### src/rtl/dpac_pkg.sv
// ----------------------------------------------------------------------------
// dpac_pkg
// Shared types and constants for the dual PI attitude controller.
// ----------------------------------------------------------------------------
package dpac_pkg;

    localparam int ANGLE_W  = 16;
    localparam int ERR_W    = ANGLE_W + 1;
    localparam int GAIN_W   = 16;
    localparam int INTEG_W  = 32;
    localparam int MUL_A_W  = ERR_W;
    localparam int MUL_B_W  = INTEG_W + 1;
    localparam int PROD_W   = MUL_A_W + MUL_B_W;
    localparam int PTERM_W  = 34;
    localparam int SUM_W    = 39;
    localparam int INCR_W   = 34;
    localparam int CFG_AW   = 3;
    localparam int IN_W     = 6 * ANGLE_W;
    localparam int OUT_W    = 4 * ANGLE_W;

    localparam logic signed [ANGLE_W-1:0] RUDDER_CMD_DEFAULT = 16'sd0;

    localparam logic [GAIN_W-1:0]         PROP_GAIN_RST = 16'd256;
    localparam logic [GAIN_W-1:0]         INT_GAIN_RST  = 16'd0;
    localparam logic signed [ANGLE_W-1:0] LOWER_RST     = -16'sd2048;
    localparam logic signed [ANGLE_W-1:0] UPPER_RST     = 16'sd2048;

    typedef enum logic [CFG_AW-1:0] {
        REG_PITCH_KP = 3'd0,
        REG_PITCH_KI = 3'd1,
        REG_ROLL_KP  = 3'd2,
        REG_ROLL_KI  = 3'd3,
        REG_ELEV_LO  = 3'd4,
        REG_ELEV_HI  = 3'd5,
        REG_AIL_LO   = 3'd6,
        REG_AIL_HI   = 3'd7
    } dpac_reg_t;

    typedef enum logic [1:0] {
        MUL_KP,
        MUL_KI,
        MUL_DT
    } dpac_mul_op_t;

    typedef enum logic [2:0] {
        ST_IDLE,
        ST_KP,
        ST_KI,
        ST_DT,
        ST_INTEG,
        ST_KI2,
        ST_CLAMP,
        ST_OUT
    } dpac_state_t;

    typedef struct packed {
        logic         in_load;
        logic         pterm_load;
        logic         u_load;
        logic         integ_upd;
        logic         cmd_load;
        logic         out_load;
        logic         loop_roll;
        dpac_mul_op_t mul_op;
    } dpac_cmd_t;

endpackage

### src/rtl/dual_pi_attitude_controller.sv
// ----------------------------------------------------------------------------
// dual_pi_attitude_controller
// Pitch-to-elevator and roll-to-aileron PI loops with conditional integration.
// ----------------------------------------------------------------------------
// The input stream carries one sensor and target sample per transfer; the
// output stream returns one command set per input transfer, in order.
// Gains and limits are written through the cfg channel, which is always
// ready; writes are meant to happen while no sample is in flight.
// Both loops share one registered multiplier and run one after the other,
// pitch first and then roll, and a new input transfer is accepted only
// after both loops and the output step have finished. The output transfer
// is offered once the result has been loaded into the output register.
// The output sits in its own register, so the next sample is accepted while
// a finished result still waits. If the receiver stalls longer than one
// computation, the sequencer holds the new result in its final step and
// accepts no further input until the waiting transfer completes.
// Reset restores the default gains and limits and clears both integrators.
// The rudder field always carries the fixed trim value.
// ----------------------------------------------------------------------------
module dual_pi_attitude_controller
    import dpac_pkg::*;
#(
    parameter logic signed [ANGLE_W-1:0] RUDDER_CMD = RUDDER_CMD_DEFAULT
)
(
    input  logic                clk,
    input  logic                rst_n,
    input  logic                s_axis_tvalid,
    output logic                s_axis_tready,
    // roll_meas, pitch_meas, roll_target, pitch_target, throttle_target,
    // time_step
    input  logic [IN_W-1:0]     s_axis_tdata,
    output logic                m_axis_tvalid,
    input  logic                m_axis_tready,
    // elevator_cmd, aileron_cmd, rudder_cmd, throttle_cmd
    output logic [OUT_W-1:0]    m_axis_tdata,
    input  logic                cfg_valid,
    output logic                cfg_ready,
    input  logic [CFG_AW-1:0]   cfg_addr,
    input  logic [GAIN_W-1:0]   cfg_data
);

    dpac_cmd_t cmd;

    assign cfg_ready = 1'b1;

    dpac_ctrl u_ctrl (
        .clk       (clk),
        .rst_n     (rst_n),
        .in_valid  (s_axis_tvalid),
        .in_ready  (s_axis_tready),
        .out_valid (m_axis_tvalid),
        .out_ready (m_axis_tready),
        .cmd       (cmd)
    );

    dpac_datapath #(
        .RUDDER_CMD (RUDDER_CMD)
    ) u_datapath (
        .clk      (clk),
        .rst_n    (rst_n),
        .cmd      (cmd),
        .cfg_we   (cfg_valid),
        .cfg_addr (cfg_addr),
        .cfg_data (cfg_data),
        .in_data  (s_axis_tdata),
        .out_data (m_axis_tdata)
    );

    a_busy_after_accept: assert property (@(posedge clk) disable iff (!rst_n)
        s_axis_tvalid && s_axis_tready |=> !s_axis_tready)
        else $error("input accepted while a sample is being computed");

    a_result_from_work: assert property (@(posedge clk) disable iff (!rst_n)
        $rose(m_axis_tvalid) |-> !$past(s_axis_tready))
        else $error("result appeared without a computation in progress");

    a_rudder_fixed: assert property (@(posedge clk) disable iff (!rst_n)
        m_axis_tvalid |-> m_axis_tdata[47:32] == RUDDER_CMD)
        else $error("rudder field differs from the trim value");

endmodule

### src/rtl/dpac_datapath.sv
// ----------------------------------------------------------------------------
// dpac_datapath
// Gain and limit registers, integrators, one shared multiplier, the PI sum,
// clamp and the output data register.
// ----------------------------------------------------------------------------
module dpac_datapath
    import dpac_pkg::*;
#(
    parameter logic signed [ANGLE_W-1:0] RUDDER_CMD = RUDDER_CMD_DEFAULT
)
(
    input  logic                clk,
    input  logic                rst_n,
    input  dpac_cmd_t           cmd,
    input  logic                cfg_we,
    input  logic [CFG_AW-1:0]   cfg_addr,
    input  logic [GAIN_W-1:0]   cfg_data,
    input  logic [IN_W-1:0]     in_data,
    output logic [OUT_W-1:0]    out_data
);

    logic [GAIN_W-1:0]         pitch_kp_reg;
    logic [GAIN_W-1:0]         pitch_ki_reg;
    logic [GAIN_W-1:0]         roll_kp_reg;
    logic [GAIN_W-1:0]         roll_ki_reg;
    logic signed [ANGLE_W-1:0] elev_lo_reg;
    logic signed [ANGLE_W-1:0] elev_hi_reg;
    logic signed [ANGLE_W-1:0] ail_lo_reg;
    logic signed [ANGLE_W-1:0] ail_hi_reg;

    logic signed [INTEG_W-1:0] pitch_int_reg;
    logic signed [INTEG_W-1:0] roll_int_reg;
    logic signed [INTEG_W-1:0] integ_next;

    logic signed [ERR_W-1:0]   pitch_err_reg;
    logic signed [ERR_W-1:0]   roll_err_reg;
    logic [ANGLE_W-1:0]        dt_reg;
    logic [ANGLE_W-1:0]        thr_reg;

    logic signed [PROD_W-1:0]  prod_reg;
    logic signed [PROD_W-1:0]  prod_next;
    logic signed [PTERM_W-1:0] pterm_reg;
    logic signed [SUM_W-1:0]   u_reg;
    logic signed [SUM_W-1:0]   u_sum;
    logic signed [ANGLE_W-1:0] elev_reg;
    logic signed [ANGLE_W-1:0] ail_reg;
    logic signed [ANGLE_W-1:0] cmd_next;
    logic [OUT_W-1:0]          out_data_reg;

    logic signed [ERR_W-1:0]   err_cur;
    logic signed [INTEG_W-1:0] integ_cur;
    logic [GAIN_W-1:0]         kp_cur;
    logic [GAIN_W-1:0]         ki_cur;
    logic signed [ANGLE_W-1:0] lo_cur;
    logic signed [ANGLE_W-1:0] hi_cur;
    logic signed [SUM_W-1:0]   lo_q20;
    logic signed [SUM_W-1:0]   hi_q20;
    logic signed [MUL_A_W-1:0] mul_a;
    logic signed [MUL_B_W-1:0] mul_b;
    logic signed [INCR_W-1:0]  integ_sum;
    logic                      u_above;
    logic                      u_below;
    logic                      do_integ;
    logic                      sum_above;
    logic                      sum_below;

    logic signed [ANGLE_W-1:0] roll_meas;
    logic signed [ANGLE_W-1:0] pitch_meas;
    logic signed [ANGLE_W-1:0] roll_target;
    logic signed [ANGLE_W-1:0] pitch_target;

    assign roll_meas    = in_data[15:0];
    assign pitch_meas   = in_data[31:16];
    assign roll_target  = in_data[47:32];
    assign pitch_target = in_data[63:48];

    always_comb
    begin
        err_cur   = cmd.loop_roll ? roll_err_reg : pitch_err_reg;
        integ_cur = cmd.loop_roll ? roll_int_reg : pitch_int_reg;
        kp_cur    = cmd.loop_roll ? roll_kp_reg  : pitch_kp_reg;
        ki_cur    = cmd.loop_roll ? roll_ki_reg  : pitch_ki_reg;
        lo_cur    = cmd.loop_roll ? ail_lo_reg   : elev_lo_reg;
        hi_cur    = cmd.loop_roll ? ail_hi_reg   : elev_hi_reg;
        lo_q20    = {{(SUM_W-ANGLE_W-8){lo_cur[ANGLE_W-1]}}, lo_cur, 8'd0};
        hi_q20    = {{(SUM_W-ANGLE_W-8){hi_cur[ANGLE_W-1]}}, hi_cur, 8'd0};
    end

    always_comb
    begin
        case (cmd.mul_op)
            MUL_KP:
            begin
                mul_a = {1'b0, kp_cur};
                mul_b = {{(MUL_B_W-ERR_W){err_cur[ERR_W-1]}}, err_cur};
            end
            MUL_KI:
            begin
                mul_a = {1'b0, ki_cur};
                mul_b = {integ_cur[INTEG_W-1], integ_cur};
            end
            MUL_DT:
            begin
                mul_a = err_cur;
                mul_b = {{(MUL_B_W-ANGLE_W){1'b0}}, dt_reg};
            end
            default:
            begin
                mul_a = '0;
                mul_b = '0;
            end
        endcase
        prod_next = mul_a * mul_b;
    end

    always_comb
    begin
        u_sum = {{(SUM_W-PTERM_W){pterm_reg[PTERM_W-1]}}, pterm_reg}
              + {prod_reg[PROD_W-1], prod_reg[PROD_W-1:12]};

        u_above  = u_reg > hi_q20;
        u_below  = u_reg < lo_q20;
        do_integ = (!u_above && !u_below)
                || (u_above && err_cur[ERR_W-1])
                || (u_below && !err_cur[ERR_W-1] && (err_cur != '0));

        integ_sum = {{(INCR_W-INTEG_W){integ_cur[INTEG_W-1]}}, integ_cur}
                  + prod_reg[INCR_W+3:4];
        if (integ_sum[INCR_W-1:INTEG_W-1] == '0
            || integ_sum[INCR_W-1:INTEG_W-1] == '1)
        begin
            integ_next = integ_sum[INTEG_W-1:0];
        end
        else if (integ_sum[INCR_W-1])
        begin
            integ_next = {1'b1, {(INTEG_W-1){1'b0}}};
        end
        else
        begin
            integ_next = {1'b0, {(INTEG_W-1){1'b1}}};
        end

        sum_above = u_sum > hi_q20;
        sum_below = u_sum < lo_q20;
        if (sum_above)
        begin
            cmd_next = hi_cur;
        end
        else if (sum_below)
        begin
            cmd_next = lo_cur;
        end
        else
        begin
            cmd_next = u_sum[ANGLE_W+7:8];
        end
    end

    always_ff @(posedge clk or negedge rst_n)
    begin
        if (!rst_n)
        begin
            pitch_kp_reg  <= PROP_GAIN_RST;
            pitch_ki_reg  <= INT_GAIN_RST;
            roll_kp_reg   <= PROP_GAIN_RST;
            roll_ki_reg   <= INT_GAIN_RST;
            elev_lo_reg   <= LOWER_RST;
            elev_hi_reg   <= UPPER_RST;
            ail_lo_reg    <= LOWER_RST;
            ail_hi_reg    <= UPPER_RST;
            pitch_int_reg <= '0;
            roll_int_reg  <= '0;
        end
        else
        begin
            if (cfg_we)
            begin
                case (dpac_reg_t'(cfg_addr))
                    REG_PITCH_KP: pitch_kp_reg <= cfg_data;
                    REG_PITCH_KI: pitch_ki_reg <= cfg_data;
                    REG_ROLL_KP:  roll_kp_reg  <= cfg_data;
                    REG_ROLL_KI:  roll_ki_reg  <= cfg_data;
                    REG_ELEV_LO:  elev_lo_reg  <= cfg_data;
                    REG_ELEV_HI:  elev_hi_reg  <= cfg_data;
                    REG_AIL_LO:   ail_lo_reg   <= cfg_data;
                    REG_AIL_HI:   ail_hi_reg   <= cfg_data;
                    default:      ;
                endcase
            end
            if (cmd.integ_upd && do_integ)
            begin
                if (cmd.loop_roll)
                begin
                    roll_int_reg <= integ_next;
                end
                else
                begin
                    pitch_int_reg <= integ_next;
                end
            end
        end
    end

    always_ff @(posedge clk)
    begin
        prod_reg <= prod_next;
        if (cmd.in_load)
        begin
            pitch_err_reg <= {pitch_target[ANGLE_W-1], pitch_target}
                           - {pitch_meas[ANGLE_W-1], pitch_meas};
            roll_err_reg  <= {roll_target[ANGLE_W-1], roll_target}
                           - {roll_meas[ANGLE_W-1], roll_meas};
            thr_reg       <= in_data[79:64];
            dt_reg        <= in_data[95:80];
        end
        if (cmd.pterm_load)
        begin
            pterm_reg <= prod_reg[PTERM_W-1:0];
        end
        if (cmd.u_load)
        begin
            u_reg <= u_sum;
        end
        if (cmd.cmd_load)
        begin
            if (cmd.loop_roll)
            begin
                ail_reg <= cmd_next;
            end
            else
            begin
                elev_reg <= cmd_next;
            end
        end
        if (cmd.out_load)
        begin
            out_data_reg <= {thr_reg, RUDDER_CMD, ail_reg, elev_reg};
        end
    end

    assign out_data = out_data_reg;

endmodule

### src/rtl/dpac_ctrl.sv
// ----------------------------------------------------------------------------
// dpac_ctrl
// Sequencer for the two PI loops and owner of the stream handshakes.
// ----------------------------------------------------------------------------
module dpac_ctrl
    import dpac_pkg::*;
(
    input  logic      clk,
    input  logic      rst_n,
    input  logic      in_valid,
    output logic      in_ready,
    output logic      out_valid,
    input  logic      out_ready,
    output dpac_cmd_t cmd
);

    dpac_state_t state_reg;
    dpac_state_t state_next;
    logic        loop_reg;
    logic        loop_next;
    logic        out_valid_reg;
    logic        out_valid_next;

    always_ff @(posedge clk or negedge rst_n)
    begin
        if (!rst_n)
        begin
            state_reg     <= ST_IDLE;
            loop_reg      <= 1'b0;
            out_valid_reg <= 1'b0;
        end
        else
        begin
            state_reg     <= state_next;
            loop_reg      <= loop_next;
            out_valid_reg <= out_valid_next;
        end
    end

    always_comb
    begin
        state_next     = state_reg;
        loop_next      = loop_reg;
        out_valid_next = out_valid_reg && !out_ready;
        in_ready       = 1'b0;
        cmd            = '0;
        cmd.loop_roll  = loop_reg;
        cmd.mul_op     = MUL_KP;
        case (state_reg)
            ST_IDLE:
            begin
                in_ready = 1'b1;
                if (in_valid)
                begin
                    cmd.in_load = 1'b1;
                    loop_next   = 1'b0;
                    state_next  = ST_KP;
                end
            end
            ST_KP:
            begin
                cmd.mul_op = MUL_KP;
                state_next = ST_KI;
            end
            ST_KI:
            begin
                cmd.pterm_load = 1'b1;
                cmd.mul_op     = MUL_KI;
                state_next     = ST_DT;
            end
            ST_DT:
            begin
                cmd.u_load = 1'b1;
                cmd.mul_op = MUL_DT;
                state_next = ST_INTEG;
            end
            ST_INTEG:
            begin
                cmd.integ_upd = 1'b1;
                state_next    = ST_KI2;
            end
            ST_KI2:
            begin
                cmd.mul_op = MUL_KI;
                state_next = ST_CLAMP;
            end
            ST_CLAMP:
            begin
                cmd.cmd_load = 1'b1;
                if (loop_reg)
                begin
                    state_next = ST_OUT;
                end
                else
                begin
                    loop_next  = 1'b1;
                    state_next = ST_KP;
                end
            end
            ST_OUT:
            begin
                if (!out_valid_reg || out_ready)
                begin
                    cmd.out_load   = 1'b1;
                    out_valid_next = 1'b1;
                    state_next     = ST_IDLE;
                end
            end
            default:
            begin
                state_next = ST_IDLE;
            end
        endcase
    end

    assign out_valid = out_valid_reg;

endmodule
### config.mk
export PLATFORM = sky130hd
export DESIGN_NAME = dual_pi_attitude_controller
export DESIGN_NICKNAME = d
export VERILOG_FILES = /design/src/rtl/dpac_pkg.sv /design/src/rtl/dual_pi_attitude_controller.sv /design/src/rtl/dpac_datapath.sv /design/src/rtl/dpac_ctrl.sv
export SDC_FILE = /design/constraint.sdc
export NUM_CORES = 2
export LEC_CHECK = 0
export ABC_CLOCK_PERIOD_IN_PS = 29300
export BUFFER_PORTS_ARGS = -buffer_cell sky130_fd_sc_hd__buf_4
export CAP_MARGIN = 10
export CORE_MARGIN = 1.5
export CORE_UTILIZATION = 47
export CTS_CLUSTER_SIZE = 25
export DETAILED_ROUTE_END_ITERATION = 7
export GPL_TIMING_DRIVEN = 0
export HOLD_SLACK_MARGIN = 0.03
export PLACE_DENSITY_LB_ADDON = 0.05
export SETUP_SLACK_MARGIN = 0.4
export SKIP_CTS_REPAIR_TIMING = 1
export SLEW_MARGIN = 40
export SYNTH_ARGS = -nofsm -noshare
export SYNTH_HDL_FRONTEND = slang
export SYNTH_HIERARCHICAL = 1
export SYNTH_SLANG_ARGS = --single-unit
### constraint.sdc
create_clock -name clk -period 29.3 [get_ports clk]
set_clock_uncertainty 0.1 [all_clocks]
set_input_delay 1.465 -clock clk [delete_from_list [all_inputs] [get_ports clk]]
set_output_delay 1.465 -clock clk [all_outputs]
set_load 0.01 [all_outputs]
# Word-level counts from Yosys, hierarchy flattened
# Cells that the tools add are included.
# Widths: inputs -> output; s select.
[word_totals]
regBits = 466
out_inout_bits = 67
inputBits = 120
word_cells = 118
[op_classes]
addsub = 4
eq_ne = 19
n_reduce_logical = 36
bitwise_logic = 1
muxes = 30
mul = 1
n_lt_le_gt_ge = 4
[ops]
columns = ["operator", "count"]
rows = [
  ["$pmux 33 s3", 1],
  ["$mux 16", 6],
  ["$mux 32", 3],
  ["$gt 39x24->1", 2],
  ["$lt 39x24->1", 2],
  ["$pmux 17 s3", 1],
  ["$mul 17x33->50", 1],
  ["$add 34x38->39", 1],
  ["$add 34x34->34", 1],
  ["$sub 16x16->17", 2],
  ["$reduce_and 2->1", 14],
  ["$eq 3x3->1 const B", 9],
  ["$pmux 3 s8", 1],
  ["$mux 17", 1],
  ["$reduce_bool 17->1", 1],
  ["$eq 3x2->1 const B", 4],
  ["$mux 1", 12],
  ["$logic_not 3->1", 3],
  ["$mux 3", 3],
  ["$eq 3x1->1 const B", 2],
  ["$logic_and 1x1->1", 6],
  ["$logic_not 1->1", 5],
  ["$logic_or 1x1->1", 4],
  ["$pmux 2 s2", 1],
  ["9 further kinds", 9],
]

# Depth between registers and ports, before layout
[logic_depth]
ltp_word = 8
ltp_mapped = 33

# Modules after synthesis
# The synthesis kept the hierarchy.
[by_module_without_submodules]
columns = ["module", "instances", "area_each_um2", "seq_area_each_um2", "cells_per_inst"]
rows = [
  ["dpac_datapath", 1, 44361.3, 12399.4, 4372],
  ["dpac_ctrl", 1, 351.6, 125.1, 38],
  ["dual_pi_attitude_controller", 1, 11.3, 0.0, 2],
]

# Worst setup path before layout
# Ideal clock, no wire load.
[synth_path]
kind = "reg2reg"
from = "register u_ctrl.state_reg[0]"
to = "register u_datapath.prod_reg[43]"
arrival_ns = 9.098
path_stages_with_launch = 30
n_path_buf = 3
path_slack_ns = 20.020
setup_ns = 0.082
required_ns = 29.118
cell_sequence = "dfrtp_1 -> buf_6 -> nor3_2 -> o21bai_1 -> clkinv_1 -> clkbuf_1 -> mux2i_1 -> o21a_1 -> clkbuf_1 -> nor2_1 -> fa_1 -> inv_1 -> fa_1 -> fa_1 -> fa_1 -> inv_1 -> fa_1 -> inv_1 -> fa_1 -> inv_1 -> ha_1 -> or4_1 -> a21oi_1 -> and3_1 -> o31ai_1 -> o31ai_2 -> o211ai_1 -> a41o_1 -> a2111o_1 -> o2111ai_1"
[synth_rtl]
columns = ["element", "line_no", "rtl"]
rows = [
  ["from (decl)", "dpac_ctrl.sv:17", "dpac_state_t state_reg;"],
  ["from (signal assigned)", "dpac_ctrl.sv:34", "state_reg <= state_next;"],
  ["to (signal assigned)", "dpac_datapath.sv:206", "prod_reg <= prod_next;"],
  ["to (decl)", "dpac_datapath.sv:40", "logic signed [PROD_W-1:0] prod_reg;"],
]

# Final worst setup path
[layout_path]
from = "register u_ctrl.loop_reg"
to = "register u_datapath.prod_reg[43]"
[layout_between]
elab_chain_cells = 3
elab_cells_between_ends = 7
classes_between = "1 x mul; 6 x mux"
[layout_lines]
columns = ["element", "line_no", "rtl"]
rows = [
  ["from (decl)", "dpac_ctrl.sv:19", "logic loop_reg;"],
  ["from (signal assigned)", "dpac_ctrl.sv:35", "loop_reg <= loop_next;"],
  ["$mux 17 (tied with other cells)", "dpac_datapath.sv:79", "err_cur = cmd.loop_roll ? roll_err_reg : pitch_err_reg;"],
  ["$pmux 17 s3 / $pmux 33 s3 (equally long branches)", "dpac_datapath.sv:91", "case (cmd.mul_op)"],
  ["$mul 17x33->50 (*)", "dpac_datapath.sv:113", "prod_next = mul_a * mul_b;"],
  ["net u_datapath.prod_next[43]", "dpac_datapath.sv:41", "logic signed [PROD_W-1:0] prod_next;"],
]
# The timed path passes the listed nets; every way through them passes the cells marked *.
# A chain may end at the register's enable or synchronous reset.

==> out/results.tsv <==
metric	value	unit
start_util	47.7	%
die_y	311	um
yosys-top-cells-area	fa_1, edfxtp_1, dfrtp_1	
ys_types	92	
synth_area_per_cell	10.1	um^2
grt_pass1_wl	205	mm
fmax	88.1	MHz
yosysTopAreaCell	fa_1	
wire_per_inst	22.4	um
crit_type	reg2reg	
fin_crit_sh	38.7	%
clk_latency	0.60	ns
maxSlewViolCount	0	
hold_path.class	reg2reg	
seq_area_frac_synth	28.0	%
grt_use_met3	4.21	%
yosysWarnings	6	
vias	33000	
critical_path.top_delay_family	adder cells	
endpoint_kind	register	
worst-path-buf-inv	11	
crit_fanout	10	
antenna_left	0	
ff2ff_path_depth	30	
yosysMostFrequentCell	inv_1	
fin_tns_setup	0	ns
critPathMaxStageDelay	0.74	ns
syn2layout_area_growth	11.9	%
grt_overflow	0	
async_flop_share	42.3	%
arrival	11.73	ns
crit_slowest_cell	clkbuf_1	
regArea	12500	um^2
crit_top_cell	fa_1	
fin_cells	5964	
grt_start_max_net_pins	66	
cts_tree	done	
placed_cells_incl_taps	5867	
period_minus_slack	11.35	ns
setup-violations-final	0	
ioPinCount	187	
clockRootBuffer	clkbuf_16	
multi_input_area	29300	um^2
first_iter_violations	2398	
postSynthCellCount	4412	
drv_cap	0	
syn-cell-area	44700	um^2
viasPerCell	5.54	
grt_pass1_vias	33800	
gp_congestion	0.946	
antenna_found_initial	7	
drt_wl_total	133	mm
largest_reg_flops	50	
critical_path_required	29.68	ns
dp_hpwl	111	mm
status	finished clean	
synth_ff_type	edfxtp_1	
cts.sinks	466	
met2_usage	45.8	%
nFillCells	8608	
core	93700	um^2
synth_edf_count	219	
die_area	97000	um^2
ys_seq_elements	466	
start_kind	register	
grt_use_met1	38.3	%
cts_max_level	2	
pre_cts_ws	17.71	ns
rsz0062_at_grt	no	
numCtsBuffers	49	
gr-max-usage-layer	met2	
worst_slew_pin_slew	1.01	ns
portBuffers	165	
nets	5657	
dr.pass1.iters	5	
synth.top_cells.by_count	inv_1, fa_1, nor2_1	
synth_top_cell_area_share	23.7	%
grt_util_all_layers	27.8	%
hold_viol	0	
dieWidth	311	um
remaining_drc_errors	0	
timing.final.ws_setup	17.95	ns
layout-drive-gt1-share	13.8	%
clk_pin_slew	0.06	ns
rows	112	
cp_num_cells	30	
hold_path_depth	0	
clockBufferDepth	3	
slew_headroom	32.4	%
-- final timing paths --
check	start	endpoint	slack (ns)
setup reg to reg	u_ctrl/loop_reg$_DFFE_PN0P_	u_datapath/prod_reg[43]$_DFF_P_	17.95
max in group asynchronous	rst_n	u_datapath/pitch_int_reg[18]$_DFFE_PN0P_	27.48
setup / recovery	u_ctrl/loop_reg$_DFFE_PN0P_	u_datapath/prod_reg[43]$_DFF_P_	17.95
min in group asynchronous	rst_n	u_datapath/ail_hi_reg[12]$_DFFE_PN0P_	0.61
hold reg to reg	u_datapath/elev_reg[6]$_DFFE_PP_	u_datapath/out_data[6]$_DFFE_PP_	0.32
hold / removal	u_datapath/elev_reg[6]$_DFFE_PP_	u_datapath/out_data[6]$_DFFE_PP_	0.32
-- per-layer routing --
layer,wire [um],part of all wire (%),vias up
met3,9110,6.8,175
met5,0,0,-
met1,57700,43,16600
li1,-,-,15200
met4,3800,2.8,0
met2,62900,47,1034
-- stage by stage --
stage	hold WS (ns)	utilization [%]	instance area (um^2)
after detailed placement	0.305	51.4	48200
after CTS	0.317	53.3	50000
after global routing	0.325	53.4	50000
final	0.315	53.4	50100
after floorplan	0.286	-	44800
after global placement	0.291	50.8	47600
-- cells by family (layout without fill, tap and decap cells) --
family          Yosys count  after routing  synth area share (%)
simple gates           1133           1133                  11.4
fa+ha+maj               871            871                  33.3
buf+inv                 829           1109                  7.30
compound gates          698            698                  10.3
flops                   466            466                  28.0
mux                     293            293                  7.38
xor+xnor                120            120                  2.35
other cells               2             20                0.0168
-- worst register-to-register path, delay by kind of cell (launching register included) --
family          cells  cell delay [ns]
flops               1             0.41
mux                 1             0.55
buf+inv            11             3.05
compound gates      8             2.91
fa+ha+maj           7             3.32
simple gates        3             0.91
-- layout make-up --
type                            instances  area share [%]
Buffer                                182            1.68
Clock buffer                           64            2.81
Tap cell                             1254            3.13
Inverter                              647            4.85
Multi-Input combinational cell       3132            58.6
Clock inverter                         28           0.675
Antenna cell                            3          0.0150
Sequential cell                       466            25.0
Timing Repair Buffer                  188            3.16
-- cell usage in the layout (no fill, tap or decap), drive strengths merged, types with 189 or more instances in the layout --
master  instances
clkbuf        189
mux2          202
nor2          450
fa            530
buf           245
inv           650
ha            341
nand2         366
edfxtp        219
a21oi         212
Power is left out: the tool's default activity adds up to more than one toggle a clock period on the data nets, which glitch-free logic cannot reach.
